### config.mk
export PLATFORM = sky130hd
export DESIGN_NAME = bdi_front
export DESIGN_NICKNAME = d
export VERILOG_FILES = /design/src/design/bdi_pkg.sv /design/src/design/bdi_front.sv
export SDC_FILE = /design/constraint.sdc
export NUM_CORES = 2
export LEC_CHECK = 0
export BUFFER_PORTS_ARGS = -buffer_cell sky130_fd_sc_hd__buf_2
export CORE_AREA = 5 5 510 512
export CTS_BUF_LIST = sky130_fd_sc_hd__clkbuf_16
export DETAILED_ROUTE_END_ITERATION = 8
export DIE_AREA = 0 0 515 517
export PLACE_DENSITY = 0.52
export SYNTH_ARGS = -nofsm -noshare
export SYNTH_HDL_FRONTEND = slang
export SYNTH_SLANG_ARGS = --single-unit
### constraint.sdc
create_clock -name aclk -period 34.6 [get_ports aclk]
set_input_delay 3.46 -clock aclk [delete_from_list [all_inputs] [get_ports aclk]]
set_output_delay 3.46 -clock aclk [all_outputs]
set_load 0.01 [all_outputs]
### src/design/bdi_pkg.sv
// bdi_pkg: shared types, plan table and segment evaluation functions
// for the base-delta-immediate line compression selector; no dependencies
`timescale 1ns / 1ps

package bdi_pkg;

    localparam int unsigned NUM_PLANS = 12;

    localparam logic [3:0] ENC_ZERO         = 4'd0;
    localparam logic [3:0] ENC_REPEAT       = 4'd1;
    localparam logic [3:0] ENC_UNCOMPRESSED = 4'd14;

    localparam logic [7:0] CFG_ALLOW_IMMEDIATE = 8'd0;
    localparam logic [7:0] CFG_LITTLE_ENDIAN   = 8'd1;

    // plans in priority order
    localparam logic [3:0] PLAN_ENC [NUM_PLANS] =
        '{4'd2, 4'd3, 4'd4, 4'd5, 4'd6, 4'd7, 4'd8, 4'd9, 4'd10, 4'd11, 4'd12, 4'd13};
    localparam int unsigned PLAN_SEG [NUM_PLANS] =
        '{8, 8, 4, 8, 4, 8, 8, 4, 2, 2, 4, 8};
    localparam int unsigned PLAN_DELTA [NUM_PLANS] =
        '{1, 2, 1, 1, 1, 2, 4, 2, 1, 1, 2, 4};
    localparam logic PLAN_BDI [NUM_PLANS] =
        '{1'b0, 1'b0, 1'b0, 1'b1, 1'b1, 1'b1, 1'b0, 1'b0, 1'b0, 1'b1, 1'b1, 1'b1};

    typedef struct packed {
        logic        fail;
        logic        have_base;
        logic [63:0] base;
        logic [31:0] mask;
    } plan_st_t;

    typedef plan_st_t [NUM_PLANS-1:0] plan_vec_t;

    typedef struct packed {
        logic        all_zero;
        logic        all_same;
        logic [63:0] first_word;
        plan_vec_t   plans;
    } line_sum_t;

    function automatic logic [63:0] seg_mask(int unsigned s);
        return (s == 8) ? 64'hffff_ffff_ffff_ffff : ((64'd1 << (8 * s)) - 64'd1);
    endfunction

    // signed value of s bytes fits in d signed bytes
    function automatic logic fits(logic [63:0] x, int unsigned s, int unsigned d);
        logic [63:0] t;
        t = (x + (64'd1 << (8 * d - 1))) & seg_mask(s);
        return (t >> (8 * d)) == 64'd0;
    endfunction

    // fold the segments of one word into the running state of one plan
    function automatic plan_st_t eval_word(plan_st_t st, logic [63:0] w, logic [3:0] widx,
                                           int unsigned s, int unsigned d, logic is_bdi,
                                           logic le);
        plan_st_t    r;
        logic [63:0] v;
        logic [63:0] b;
        logic [5:0]  k;
        int unsigned n;
        r = st;
        n = (s == 2) ? 4 : ((s == 4) ? 2 : 1);
        for (int unsigned j = 0; j < 4; j++) begin
            if (j < n) begin
                v = 64'd0;
                for (int unsigned i = 0; i < 8; i++) begin
                    if (i < s) begin
                        b = {56'd0, w[8*(j*s+i) +: 8]};
                        v = le ? (v | (b << (8 * i))) : ((v << 8) | b);
                    end
                end
                k = 6'(widx * n + j);
                if (fits(v, s, d)) begin
                    if (k < 6'd32) r.mask[k[4:0]] = 1'b1;
                end else if (!is_bdi) begin
                    r.fail = 1'b1;
                end else begin
                    if (!r.have_base) begin
                        r.have_base = 1'b1;
                        r.base      = v;
                    end
                    if (!fits((v - r.base) & seg_mask(s), s, d)) r.fail = 1'b1;
                end
            end
        end
        return r;
    endfunction

endpackage

### src/design/bdi_front.sv
// bdi_front: accepts line words and folds each into the per-plan state
// depends on bdi_pkg
`timescale 1ns / 1ps

module bdi_front #(
    parameter int LINE_WORDS = 8
) (
    input  logic               aclk,
    input  logic               aresetn,
    input  logic               s_valid,
    output logic               s_ready,
    input  logic [63:0]        s_line_word,
    input  logic               little_endian,
    input  logic               q_full,
    output logic               q_push,
    output bdi_pkg::line_sum_t q_data
);
    import bdi_pkg::*;

    localparam int CW = (LINE_WORDS > 1) ? $clog2(LINE_WORDS) : 1;

    logic [CW-1:0] count_reg, count_next;
    plan_vec_t     plans_reg, plans_next, plans_cur;
    logic          zero_reg, zero_next, same_reg, same_next;
    logic [63:0]   first_reg, first_next;
    logic          accept, last, start;

    assign s_ready = !q_full;
    assign accept  = s_valid && s_ready;
    assign last    = (32'(count_reg) == LINE_WORDS - 1);
    assign start   = (count_reg == '0);

    always_comb begin
        plans_cur  = start ? '0 : plans_reg;
        first_next = start ? s_line_word : first_reg;
        zero_next  = (start || zero_reg) && (s_line_word == 64'd0);
        same_next  = (start || same_reg) && (s_line_word == first_next);
        for (int p = 0; p < NUM_PLANS; p++) begin
            plans_next[p] = eval_word(plans_cur[p], s_line_word, 4'(count_reg),
                                      PLAN_SEG[p], PLAN_DELTA[p], PLAN_BDI[p],
                                      little_endian);
        end
        count_next = last ? '0 : count_reg + CW'(1);
    end

    assign q_push = accept && last;
    assign q_data = '{all_zero: zero_next, all_same: same_next,
                      first_word: first_next, plans: plans_next};

    always_ff @(posedge aclk) begin
        if (!aresetn) begin
            count_reg <= '0;
        end else if (accept) begin
            count_reg <= count_next;
        end
    end

    always_ff @(posedge aclk) begin
        if (accept) begin
            plans_reg <= plans_next;
            zero_reg  <= zero_next;
            same_reg  <= same_next;
            first_reg <= first_next;
        end
    end

endmodule

==> results.toml <==
[outcome]
outcome = "completed"

[flow_run]
cap_violations = 0

[route]
wl_met2_mm = 180
wl_per_cell_um = 31.3
drt_iter0_markers = 8709
route.met3.wl_mm = 38.4
wl_met1_mm = 170
post-route-drc-count = 0
highest_layer = "met5"
routed_via_density = 5.75
wl_mm = 417
via_count = 76700
drtPass1Iterations = 9
postRouteAntennaNets = 0

[synthesis]
ys_seq_area_frac = 0.445
netlist_top_cells_area = "edfxtp_1, ha_1, and2_1, nand2_1, o21ai_0"
synth_edf_count = 1242
synth_area_per_cell_um2 = 9.72
synth_nets = 9421
synthAdderAreaFrac = 0.108
synthTopCellsByCount = "edfxtp_1, nand2_1, and2_1"
synth_xor_area_frac = 0.0195
synth_top_family_by_area = "simple AND/OR/NAND/NOR gates"
syn_inst = 8625
async_flop_share = 0
synth.area.mux_share = 0.0354
synth_flop_cell = "edfxtp_1"
ys_seq_elements = 1245
netlist.top_cell.by_area = "edfxtp_1"
mappedNetlistArea_um2 = 83900
synth_cell_type_count = 94
synth_simple_gate_area_frac = 0.194
synth_compound_area_frac = 0.160
synth_top_area_frac = 0.445
synth.most_common_cell = "edfxtp_1"
ys.warnings.count = 0

[clock_network]
cts_hold_buf = 0
clkTransAtPathRegs_ns = 0.05
cts-resized-gates = 0
clock_path_buffers = 3
htreeDepth = 4
numCtsBuffers = 150
cts_tree = "built"
cts_root_buf = "clkbuf_16"
clock_latency_ns = 0.84
post-cts-setup-buffer-count = 0
cts.sinks = 1245

[setup_path]
r2r_cells = 21
arrival_ns = 12.49
rr_startpoint = "count_reg[0]"
crit_slowest_cell = "a22oi_1"
crit_path_max_fanout = 77
path_depth = 25
crit_path_start = "little_endian"
setup.worst_path.end = "q_data[1077]"
max_stage_delay_ns = 0.77
critical_path.reg2reg.endpoint = "plans_reg[1175]"
worstPathRequired_ns = 31.14
crit_type = "in -> out"
crit_family = "compound AO/OA/AOI/OAI gates"
start_kind = "primary input"
path_buf_inv = 5
r2r_slack_ns = 25.53
critPathCaptureType = "primary output"

[global_routing]
overflow = 0
grt_pass1_wl_mm = 569
grt_max_degree = 224
grt_pass1_vias = 71900
grt_use_total = 0.296
antenna_found_initial = 75

[pwr]
power_density_nw_per_um2 = 51.5
p_leak_uw = 0.0440
irDropWorstVdd_mv = 0.0515

[sta]
final-hold-violation-count = 0
maxSlewViolCount = 0
post-route-period-util = 0.461
fin_crit_ns = 15.95
setup_tns_ns = 0
setup_slack_ns = 18.65
skew_ns = 0.0691
finalSetupViolations = 0
rsz0062_at_grt = "no"
relSlewSlack = 0.105
worst_slew_pin_slew_ns = 1.31
max_clock_freq_mhz = 62.7

[floorplanning]
start_util = 0.329
die_h_um = 517
num_rows = 186
dieArea_um2 = 266000
die-width_um = 515
boundaryPins = 1313
core_um2 = 255000

[cells_and_area]
largest_register_ffs = 1176
drive_above_1_share = 0.183
nets = 10600
fin_area_um2 = 99300
area_growth_pct = 18.4

[placed_design]
pre_cts_slack_ns = 18.85
dp.final_hpwl_mm = 323
place_congestion = 1.03
place_area_um2 = 94300
numPortBuffers = 1312

[hold_path]
min_path_type = "reg -> reg"
worstHoldStart = "plans_reg[195]"
==> layout make-up <==
class	instances	area [um^2]
Multi-Input combinational cell	6584	43600
Sequential cell	1245	37400
Fill cell	25500	156000
Antenna cell	49	123
Tap cell	3384	4230
Inverter	308	1160
Clock buffer	151	3780
Clock inverter	119	1120
Timing Repair Buffer	1487	7940
==> power breakdown <==
group | internal (uW) | total (uW) | switching (uW)
Combinational | 563 | 1740 | 1180
Sequential | 1750 | 1780 | 23.1
Clock | 879 | 1600 | 717
Total | 3200 | 5120 | 1920
==> kinds of logic after synthesis <==
kind of cell / Yosys count
adders and majority gates: 727
muxes: 292
xor gates and xnor gates: 187
buffers and inverters: 796
and+or+nand+nor: 3221
AOI/OAI and AO/OA: 2157
DFF: 1245
==> worst register-to-register path: cells and delay by family (launching register included) <==
kind / cells / cell delay (ns)
buffers and inverters: 2 / 0.86
flip-flops: 1 / 0.58
AND/OR/NAND/NOR: 9 / 2.87
adder cells (fa/ha/maj): 3 / 1.03
AO/OA/AOI/OAI: 7 / 3.40
==> placed cells by master (no fill, tap or decap), types with 322 or more instances in the layout <==
| cell | synthesis | layout |
|---|---|---|
| edfxtp_1 | 1242 | 1242 |
| buf_2 | 31 | 1311 |
| nand2_1 | 1082 | 1077 |
| inv_1 | 304 | 348 |
| nand3_1 | 323 | 322 |
| nor2_1 | 366 | 364 |
| ha_1 | 727 | 727 |
| and2_1 | 772 | 772 |
| o21ai_0 | 765 | 764 |
| a21oi_1 | 475 | 473 |
==> metal layers <==
metal  up-vias  global-route usage
met3       914              0.0753
li1      34200                   -
met2      4107               0.445
met1     37500               0.385
met5         -                   0
met4         6               0.176
==> through the flow <==
stage	power (uW)	util	instances	hold slack, ns
after global routing	5340	0.389	13300	0.557
after CTS	5120	0.389	13300	0.544
after global placement	3510	0.369	13000	0.527
after floorplan	2910	-	8625	0.578
final	5120	0.389	13300	0.543
after detailed placement	3500	0.369	13000	0.528
==> worst min-delay path by stage <==
stage                                  to  slack [ns]  cells after the start
final                      plans_reg[195]        0.54                      1
after CTS                  plans_reg[787]        0.54                      2
after global placement     plans_reg[788]        0.53                      2
after detailed placement   plans_reg[787]        0.53                      2
after global routing      plans_reg[1093]        0.56                      1
after floorplan            plans_reg[783]        0.58                      2
Note: power is estimated with default switching activity, not from simulation.
