--- src/design/bdi_pkg.sv ---
// bdi_pkg: shared types, plan table and segment evaluation functions
// for the base-delta-immediate line compression selector; no dependencies
`timescale 1ns / 1ps

package bdi_pkg;

    localparam int unsigned NUM_PLANS = 12;

    localparam logic [3:0] ENC_ZERO         = 4'd0;
    localparam logic [3:0] ENC_REPEAT       = 4'd1;
    localparam logic [3:0] ENC_UNCOMPRESSED = 4'd14;

    localparam logic [7:0] CFG_ALLOW_IMMEDIATE = 8'd0;
    localparam logic [7:0] CFG_LITTLE_ENDIAN   = 8'd1;

    // plans in priority order
    localparam logic [3:0] PLAN_ENC [NUM_PLANS] =
        '{4'd2, 4'd3, 4'd4, 4'd5, 4'd6, 4'd7, 4'd8, 4'd9, 4'd10, 4'd11, 4'd12, 4'd13};
    localparam int unsigned PLAN_SEG [NUM_PLANS] =
        '{8, 8, 4, 8, 4, 8, 8, 4, 2, 2, 4, 8};
    localparam int unsigned PLAN_DELTA [NUM_PLANS] =
        '{1, 2, 1, 1, 1, 2, 4, 2, 1, 1, 2, 4};
    localparam logic PLAN_BDI [NUM_PLANS] =
        '{1'b0, 1'b0, 1'b0, 1'b1, 1'b1, 1'b1, 1'b0, 1'b0, 1'b0, 1'b1, 1'b1, 1'b1};

    typedef struct packed {
        logic        fail;
        logic        have_base;
        logic [63:0] base;
        logic [31:0] mask;
    } plan_st_t;

    typedef plan_st_t [NUM_PLANS-1:0] plan_vec_t;

    typedef struct packed {
        logic        all_zero;
        logic        all_same;
        logic [63:0] first_word;
        plan_vec_t   plans;
    } line_sum_t;

    function automatic logic [63:0] seg_mask(int unsigned s);
        return (s == 8) ? 64'hffff_ffff_ffff_ffff : ((64'd1 << (8 * s)) - 64'd1);
    endfunction

    // signed value of s bytes fits in d signed bytes
    function automatic logic fits(logic [63:0] x, int unsigned s, int unsigned d);
        logic [63:0] t;
        t = (x + (64'd1 << (8 * d - 1))) & seg_mask(s);
        return (t >> (8 * d)) == 64'd0;
    endfunction

    // fold the segments of one word into the running state of one plan
    function automatic plan_st_t eval_word(plan_st_t st, logic [63:0] w, logic [3:0] widx,
                                           int unsigned s, int unsigned d, logic is_bdi,
                                           logic le);
        plan_st_t    r;
        logic [63:0] v;
        logic [63:0] b;
        logic [5:0]  k;
        int unsigned n;
        r = st;
        n = (s == 2) ? 4 : ((s == 4) ? 2 : 1);
        for (int unsigned j = 0; j < 4; j++) begin
            if (j < n) begin
                v = 64'd0;
                for (int unsigned i = 0; i < 8; i++) begin
                    if (i < s) begin
                        b = {56'd0, w[8*(j*s+i) +: 8]};
                        v = le ? (v | (b << (8 * i))) : ((v << 8) | b);
                    end
                end
                k = 6'(widx * n + j);
                if (fits(v, s, d)) begin
                    if (k < 6'd32) r.mask[k[4:0]] = 1'b1;
                end else if (!is_bdi) begin
                    r.fail = 1'b1;
                end else begin
                    if (!r.have_base) begin
                        r.have_base = 1'b1;
                        r.base      = v;
                    end
                    if (!fits((v - r.base) & seg_mask(s), s, d)) r.fail = 1'b1;
                end
            end
        end
        return r;
    endfunction

endpackage

--- src/design/bdi_back.sv ---
// bdi_back: picks the first successful encoding and holds the result register
// depends on bdi_pkg
`timescale 1ns / 1ps

module bdi_back (
    input  logic               aclk,
    input  logic               aresetn,
    input  logic               allow_immediate,
    input  logic               q_valid,
    output logic               q_pop,
    input  bdi_pkg::line_sum_t q_data,
    output logic               m_valid,
    input  logic               m_ready,
    output logic [3:0]         m_encoding,
    output logic [3:0]         m_base_bytes,
    output logic [2:0]         m_delta_bytes,
    output logic [63:0]        m_base_value,
    output logic [31:0]        m_immediate_mask
);
    import bdi_pkg::*;

    logic        valid_reg, valid_next;
    logic [3:0]  enc_reg, enc_next, bb_reg, bb_next;
    logic [2:0]  db_reg, db_next;
    logic [63:0] base_reg, base_next;
    logic [31:0] mask_reg, mask_next;
    logic        found;

    assign q_pop = q_valid && (!valid_reg || m_ready);

    always_comb begin
        enc_next  = ENC_UNCOMPRESSED;
        bb_next   = 4'd0;
        db_next   = 3'd0;
        base_next = 64'd0;
        mask_next = 32'd0;
        found     = 1'b0;
        priority if (q_data.all_zero) begin
            enc_next = ENC_ZERO;
        end else if (q_data.all_same) begin
            enc_next  = ENC_REPEAT;
            bb_next   = 4'd8;
            base_next = q_data.first_word;
        end else begin
            for (int p = 0; p < NUM_PLANS; p++) begin
                if (!found && !q_data.plans[p].fail && (PLAN_BDI[p] || allow_immediate)) begin
                    found     = 1'b1;
                    enc_next  = PLAN_ENC[p];
                    bb_next   = 4'(PLAN_SEG[p]);
                    db_next   = 3'(PLAN_DELTA[p]);
                    base_next = q_data.plans[p].base;
                    mask_next = q_data.plans[p].mask;
                end
            end
        end
        valid_next = q_valid || (valid_reg && !m_ready);
    end

    always_ff @(posedge aclk) begin
        if (!aresetn) begin
            valid_reg <= 1'b0;
        end else begin
            valid_reg <= valid_next;
        end
    end

    always_ff @(posedge aclk) begin
        if (q_pop) begin
            enc_reg  <= enc_next;
            bb_reg   <= bb_next;
            db_reg   <= db_next;
            base_reg <= base_next;
            mask_reg <= mask_next;
        end
    end

    assign m_valid          = valid_reg;
    assign m_encoding       = enc_reg;
    assign m_base_bytes     = bb_reg;
    assign m_delta_bytes    = db_reg;
    assign m_base_value     = base_reg;
    assign m_immediate_mask = mask_reg;

endmodule

--- config.mk ---
export PLATFORM = sky130hd
export DESIGN_NAME = bdi_back
export DESIGN_NICKNAME = d
export VERILOG_FILES = /design/src/design/bdi_pkg.sv /design/src/design/bdi_back.sv
export SDC_FILE = /design/constraint.sdc
export NUM_CORES = 1
export LEC_CHECK = 0
export ABC_AREA = 1
export BUFFER_PORTS_ARGS = -buffer_cell sky130_fd_sc_hd__buf_4
export CELL_PAD_IN_SITES_DETAIL_PLACEMENT = 1
export CELL_PAD_IN_SITES_GLOBAL_PLACEMENT = 1
export CORE_AREA = 4 4 524 526
export DETAILED_ROUTE_END_ITERATION = 8
export DIE_AREA = 0 0 528 530
export GPL_TIMING_DRIVEN = 0
export PLACE_DENSITY_LB_ADDON = 0.1
export SETUP_SLACK_MARGIN = 0.15
export SLEW_MARGIN = 0
export SYNTH_ARGS = -nofsm -noshare
export SYNTH_HDL_FRONTEND = slang
export SYNTH_SLANG_ARGS = --single-unit
--- constraint.sdc ---
create_clock -name aclk -period 11.9 [get_ports aclk]
set_input_delay 1.785 -clock aclk [delete_from_list [all_inputs] [get_ports aclk]]
set_output_delay 1.785 -clock aclk [all_outputs]
set_load 0.005 [all_outputs]
==> results of run 1 <==
[flip-flops by register name, summed over array words and instances (netlist names)]
signal,count
m_delta_bytes,3
m_valid,1
m_encoding,4
m_base_value,64
m_base_bytes,3
m_immediate_mask,32
[kinds of logic (layout without fill, tap and decap cells)]
kind of cell	Yosys count	after routing	share of synthesized area
AO/OA/AOI/OAI	142	142	0.0497
buffers and inverters	530	1901	0.140
flip-flops	107	107	0.218
other	1	16	0.000255
AND/OR/NAND/NOR	2025	2025	0.593
[worst max-delay path: cells and delay by family]
kind | cells | cell delay, ns
buffers and inverters | 5 | 1.77
AND/OR/NAND/NOR | 8 | 2.53
AO/OA/AOI/OAI | 1 | 0.31
[stage by stage]
stage                      util  cells  setup WS (ns)
final                     0.111   7761           5.78
after global routing      0.111   7750           5.47
after CTS                 0.111   7746           5.27
after detailed placement  0.109   7730           4.67
after global placement    0.108   7716          -5.95
after floorplan               -   2805           3.11
[cell usage after synthesis, types with 2 or more instances]
cell / instances / area [um2]
buf_1: 19 / 71.3
or2_2: 51 / 319
clkbuf_1: 131 / 492
nor4_1: 3 / 18.8
nand3_1: 475 / 2380
nand3b_1: 31 / 233
nand2_1: 753 / 2830
inv_1: 340 / 1280
o21ai_0: 64 / 320
or2_0: 5 / 31.3
or2_1: 5 / 31.3
nand4_1: 74 / 463
nor2_1: 620 / 2330
edfxtp_1: 106 / 3180
clkinv_1: 2 / 7.51
a21oi_1: 73 / 365
inv_2: 4 / 15.0
buf_4: 7 / 52.6
buf_2: 27 / 135
nor3_1: 2 / 10.0
[how the worst max path moves through the flow]
stage / slack (ns) / cells after the start / end
3_3_place_gp: -5.95 / 4 / q_pop
6_report: 5.78 / 14 / m_immediate_mask[3]$_SDFFCE_PP0P_
5_1_grt: 5.47 / 14 / m_immediate_mask[3]$_SDFFCE_PP0P_
3_5_place_dp: 4.67 / 14 / m_base_value[44]$_SDFFCE_PP0P_
4_1_cts: 5.27 / 14 / m_base_value[44]$_SDFFCE_PP0P_
2_1_floorplan: 3.11 / 2 / q_pop
[layout by cell type, fill, tap and decap left out, types with 2 or more instances in the layout]
cell       instances
nor3_1             2
clkbuf_16          9
clkinv_1           2
a21oi_4            2
buf_4           1348
buf_1             18
buf_2             28
or2_2             51
clkbuf_1         124
o21ai_0           64
diode_2           15
inv_6              3
nor2_4             2
nand3b_1          31
nor2_1           618
edfxtp_1         106
nand3_1          475
buf_16             4
a21oi_1           72
nor2_2             2
or2_1              5
nand4_1           74
or2_0              5
nand2_1          753
inv_1            339
nor4_1             3
inv_2              5
buf_12             9
clkbuf_2           7
[layout make-up]
class	count	area, um2	area share
antenna	15	37.5	0.00126
clock buffer	9	225	0.00753
tap	3570	4470	0.149
buffer	184	761	0.0254
timing repair buffer	1355	10400	0.347
sequential	107	3200	0.107
multi-input combinational	2168	9460	0.316
clock inverter	7	81.3	0.00272
inverter	346	1300	0.0434
[per-layer routing]
metal	vias up	track usage
li1	11600	-
met5	-	0
met1	11400	0.154
met3	219	0.0577
met2	1071	0.313
met4	92	0.0188
[report_power, final]
part	switching [mW]	internal [mW]	leakage, nW
Sequential	0.00988	0.448	1.06
Clock	0.248	0.169	0.153
Combinational	0.488	0.405	13.2
==> impl_metrics.ini, run 1 <==
[route]
wl_met1_um = 79300
wl_per_cell_um = 29.3
drc_errors = 0
vias_per_cell = 3.14
dr.pass1.iters = 5
antenna_left = 0
highest_layer = met5
met3_length_um = 19200
wl_met2_um = 126000
num_vias = 24400
drt-initial-drc-count = 956
wirelength_um = 227000

[die]
rows = 191
core_area_um2 = 270000
start_util = 0.0544
die_height_um = 530
io-pin-count = 1356
die_w_um = 528
die_area_um2 = 280000

[placement]
dp_hpwl_um = 201000
dpl_cell_area_um2 = 29600
numPortBuffers = 1341
gp_congestion = 0.808

[global_routing]
antenna_found_initial = 127
overflow = 0
grtUsageTotal = 0.156
grt_pass1_wl_um = 284000
grt_max_degree = 20
grt_pass1_vias = 27200

[synthesis]
seq_area_frac_synth = 0.218
synthArstFlopShare = 0
dominantRegCellSynth = edfxtp_1
ys_warn_count = 0
syn_inst = 2805
syn_avg_cell_area_um2 = 5.24
yosysUniqueCellTypes = 33
synth_edf_count = 106
synth_seq_cells = 107
syn_nets = 4052
synth_area_um2 = 14700

[timing]
hold_ws_ns = 0.560
setup-tns-final_ns = 0
fmax_ghz = 0.164
finalCritPeriodShare = 0.514
skew_ns = 0.0296
finalCriticalPeriod_ns = 6.12
finalHoldViolations = 0
tightestPinTransition_ns = 1.34
grt_setup_unrepaired = no
setup_viol = 0
slew_headroom = 0.103
final_max_slew_viol_count = 0

[power]
vdd_drop_max_v = 0.0000632
leakage_nw = 14.4
power-per-cell-area_nw_per_um2 = 59.1
finalPower_mw = 1.77

[final_layout]
layout.nets = 5418
layout-drive-gt1-share = 0.354
final_area_um2 = 29900
nFillCells = 33200
syn2layout_area_growth_pct = 104

[worst_setup_path]
worstPathArrival_ns = 6.44
crit_required_ns = 12.22
r2r_setup_slack_ns = 9.83
startpoint = q_data[195]
r2r_end = m_immediate_mask[8]$_SDFFCE_PP0P_
criticalPathCategory = input pin to flop
cp_cell_sequence = buf_4 > inv_1 > nand2_1 > nand2_2 > nor2_8 > nand3_4 > a21oi_4 > nand4_1 > inv_1 > buf_2 > nand2_1 > nand3_1 > nand2_1 > inv_1
worst_r2r_path_depth = 4
r2r-start = m_valid$_SDFF_PN0_
max_stage_delay_ns = 1.05
worstSetupStartpointType = input pin
slowest_stage = nand4_1
crit_fanout = 10
endpoint_kind = flop

[clock_tree]
clock_latency_ns = 0.49
cts_hold_buf = 0
cts_buffer_depth = 2
cts-resized-gates = 0
post_cts_buffers = 0
clk_pin_slew_worst_paths_ns = 0.13
cts_made_buffers = 9
cts-root-buf = clkbuf_16
clkSinkCount = 107
cts_tree = done
ctsHtreeMaxLevel = 3

[worst_hold_path]
hold_path_class = flop to flop
min_from = m_valid$_SDFF_PN0_
hold_end = m_valid$_SDFF_PN0_
whs_path_depth = 2

[outcome]
status = finished, final reports clean

[flow_run]
drv_cap = 0
Note: power is estimated with default switching activity, not from simulation.
==> inputs of run 2 (changes only) <==
--- a/config.mk
+++ b/config.mk
@@ -9,9 +9,9 @@
 export BUFFER_PORTS_ARGS = -buffer_cell sky130_fd_sc_hd__buf_4
 export CELL_PAD_IN_SITES_DETAIL_PLACEMENT = 1
 export CELL_PAD_IN_SITES_GLOBAL_PLACEMENT = 1
-export CORE_AREA = 4 4 524 526
+export CORE_AREA = 4 4 525 527
 export DETAILED_ROUTE_END_ITERATION = 8
-export DIE_AREA = 0 0 528 530
+export DIE_AREA = 0 0 529 531
 export GPL_TIMING_DRIVEN = 0
 export PLACE_DENSITY_LB_ADDON = 0.1
 export SETUP_SLACK_MARGIN = 0.15
==> constraint.sdc (replaced) <==
create_clock -name aclk -period 5.1 [get_ports aclk]
set_input_delay 0.765 -clock aclk [delete_from_list [all_inputs] [get_ports aclk]]
set_output_delay 0.765 -clock aclk [all_outputs]
set_load 0.005 [all_outputs]
==> run 2 against run 1 <==
  * Final area rose by 0.18%
  * Critical path depth up 1
  * Worst setup slack got worse by 5.3 ns
  * Hold slack improved by 0.0045 ns
  * Register-to-register slack worse by 6.8 ns
  * Global-route usage is 0.096 points lower
  * First-iteration DRC count decreased by 2.1%
  * Sequential share of layout area hardly changed
  * Clock skew down 0.012 ns
  * Critical path type unchanged
  * Critical endpoint is now m_base_value[16]$_SDFFCE_PP0P_
  * Largest cell class unchanged
==> impl_metrics.ini, run 2 (synthesis gave the netlist of run 1 again) <==
[outcome]
status = finished, final reports clean

[final_layout]
multi_input_area_um2 = 9470
final_area_um2 = 30000
seq_area_um2 = 3200
largest_register_ffs = 64
layout.nets = 5418
final_cell_mix = 1349 x buf_4, 753 x nand2_1, 617 x nor2_1
layout_commonest_cell = buf_4
nFillCells = 33200
syn2layout_area_growth_pct = 104
layout-drive-gt1-share = 0.354

[route]
antenna_left = 0
vias_per_cell = 3.12
dr.pass1.iters = 4
drt-initial-drc-count = 936
drc_errors = 0
wl_per_cell_um = 29.2
num_vias = 24300
wirelength_um = 227000

[clock_tree]
clkSinkCount = 107
cts_tree = done
clock_latency_ns = 0.48
cts_buffer_depth = 2
cts_made_buffers = 9
clk_pin_slew_worst_paths_ns = 0.11
cts-root-buf = clkbuf_16
ctsHtreeMaxLevel = 3

[power]
netSwitchingFraction = 0.427
leakage_nw = 14.4
share_comb_of_total_power = 0.514
power-per-cell-area_nw_per_um2 = 136
p_switching_mw = 1.74
p_seq_frac = 0.263
vdd_drop_max_v = 0.000141
finalPower_mw = 4.07
internal_power_mw = 2.33
pwr-share-clk = 0.224

[worst_hold_path]
whs_path_depth = 2
hold_end = m_valid$_SDFF_PN0_
min_from = aresetn
hold_path_class = input pin to flop

[worst_setup_path]
crit_required_ns = 5.42
criticalPathCategory = input pin to flop
r2r_end = m_encoding[2]$_SDFFCE_PP0P_
worstSetupStartpointType = input pin
r2r-start = m_valid$_SDFF_PN0_
worst_r2r_path_depth = 5
endpoint_kind = flop
worstPathArrival_ns = 4.91
crit_fanout = 11
r2r_setup_slack_ns = 3.00

[global_routing]
overflow = 0
grt_pass1_wl_um = 282000
grt_pass1_vias = 27000
antenna_found_initial = 144
grtUsageTotal = 0.155
grt_max_degree = 20

[die]
die_height_um = 531
io-pin-count = 1356
rows = 191
core_area_um2 = 271000
die_area_um2 = 281000
start_util = 0.0543
die_w_um = 529

[timing]
finalHoldViolations = 0
final_max_slew_viol_count = 0
setup_viol = 0
grt_setup_unrepaired = no
fmax_ghz = 0.218
finalCritPeriodShare = 0.899
layout_setup_ws_ns = 0.515
tightestPinTransition_ns = 1.29
hold_ws_ns = 0.564
skew_ns = 0.0172
slew_headroom = 0.140
finalCriticalPeriod_ns = 4.59

[placement]
numPortBuffers = 1341
pre_cts_slack_ns = -1.40
dp_hpwl_um = 202000
gp_congestion = 0.804
dpl_cell_area_um2 = 29600

[flow_run]
drv_cap = 0
run 2: cell count changes in the layout (fill, tap and decap cells not counted), moves of 2 or more:
cell | before | now
buf_12 | 9 | 6
buf_16 | 4 | 6
clkbuf_1 | 124 | 126
clkinvlp_4 | 0 | 2
diode_2 | 15 | 37
inv_6 | 3 | 0
run 2: per-stage QoR:
step | setup TNS [ns] | util | cells
after detailed placement | -11.60 | 0.109 | 7730
final | 0 | 0.111 | 7783
after floorplan | 0 | - | 2805
after global placement | -499.38 | 0.108 | 7716
after global routing | 0 | 0.111 | 7760
after CTS | 0 | 0.110 | 7746
run 2: how the worst max path moves through the flow:
| stage | slack, ns | cells past startpoint | from | endpoint |
|---|---|---|---|---|
| after floorplan | 0.45 | 2 | m_ready | q_pop |
| after CTS | 0.04 | 14 | q_data[97] | m_base_value[44]$_SDFFCE_PP0P_ |
| final | 0.51 | 15 | q_data[97] | m_base_value[16]$_SDFFCE_PP0P_ |
| after global routing | 0.23 | 16 | q_data[97] | m_base_value[12]$_SDFFCE_PP0P_ |
| after detailed placement | -1.40 | 14 | q_data[97] | m_base_value[44]$_SDFFCE_PP0P_ |
| after global placement | -4.65 | 4 | m_ready | q_pop |
run 2: final cells by class:
| class | instances | area share |
|---|---|---|
| flip-flops and latches | 107 | 0.107 |
| clock buffers | 11 | 0.00777 |
| multi-input cells | 2168 | 0.316 |
| inverters | 346 | 0.0434 |
| plain buffers | 184 | 0.0257 |
| well taps | 3570 | 0.149 |
| clock inverters | 5 | 0.00129 |
| repair buffers | 1355 | 0.347 |
| diodes | 37 | 0.00309 |
run 2: power by group through the flow:
stage / clock network [mW] / logic (mW) / registers, mW
after floorplan: 0 / 0.582 / 1.10
after global placement: 0 / 2.16 / 1.10
after detailed placement: 0 / 2.20 / 1.09
after CTS: 1.02 / 2.20 / 1.07
after global routing: 1.01 / 2.30 / 1.08
final: 0.911 / 2.09 / 1.07
run 2: critical path, stage by stage:
cell      delay (ns)
buf_4           0.12
inv_1           0.08
nand2_1         0.13
nand2_2         0.12
nor2_8          0.47
nand4_1         0.29
nor2_1          0.66
buf_4           0.49
clkbuf_1        0.62
nand2_1         0.28
nand3_1         0.28
nand2_1         0.08
nand3_1         0.26
nor2_1          0.09
a21oi_1         0.13
run 2: timing repair:
item                                    in CTS  in global routing
endpoints found under the hold margin        0                  0
setup buffers                                0                  0
gates resized for setup                      6                  0
endpoints found under the setup margin       9                  0
hold buffers                                 0                  0
run 2: layer usage:
layer	wire length, um	track usage	share of wire	up-vias
met4	6520	0.0453	0.029	102
met1	78300	0.150	0.34	11200
met3	20200	0.0618	0.089	280
li1	-	-	-	11600
met5	578	0	0.0025	-
met2	122000	0.300	0.54	1085
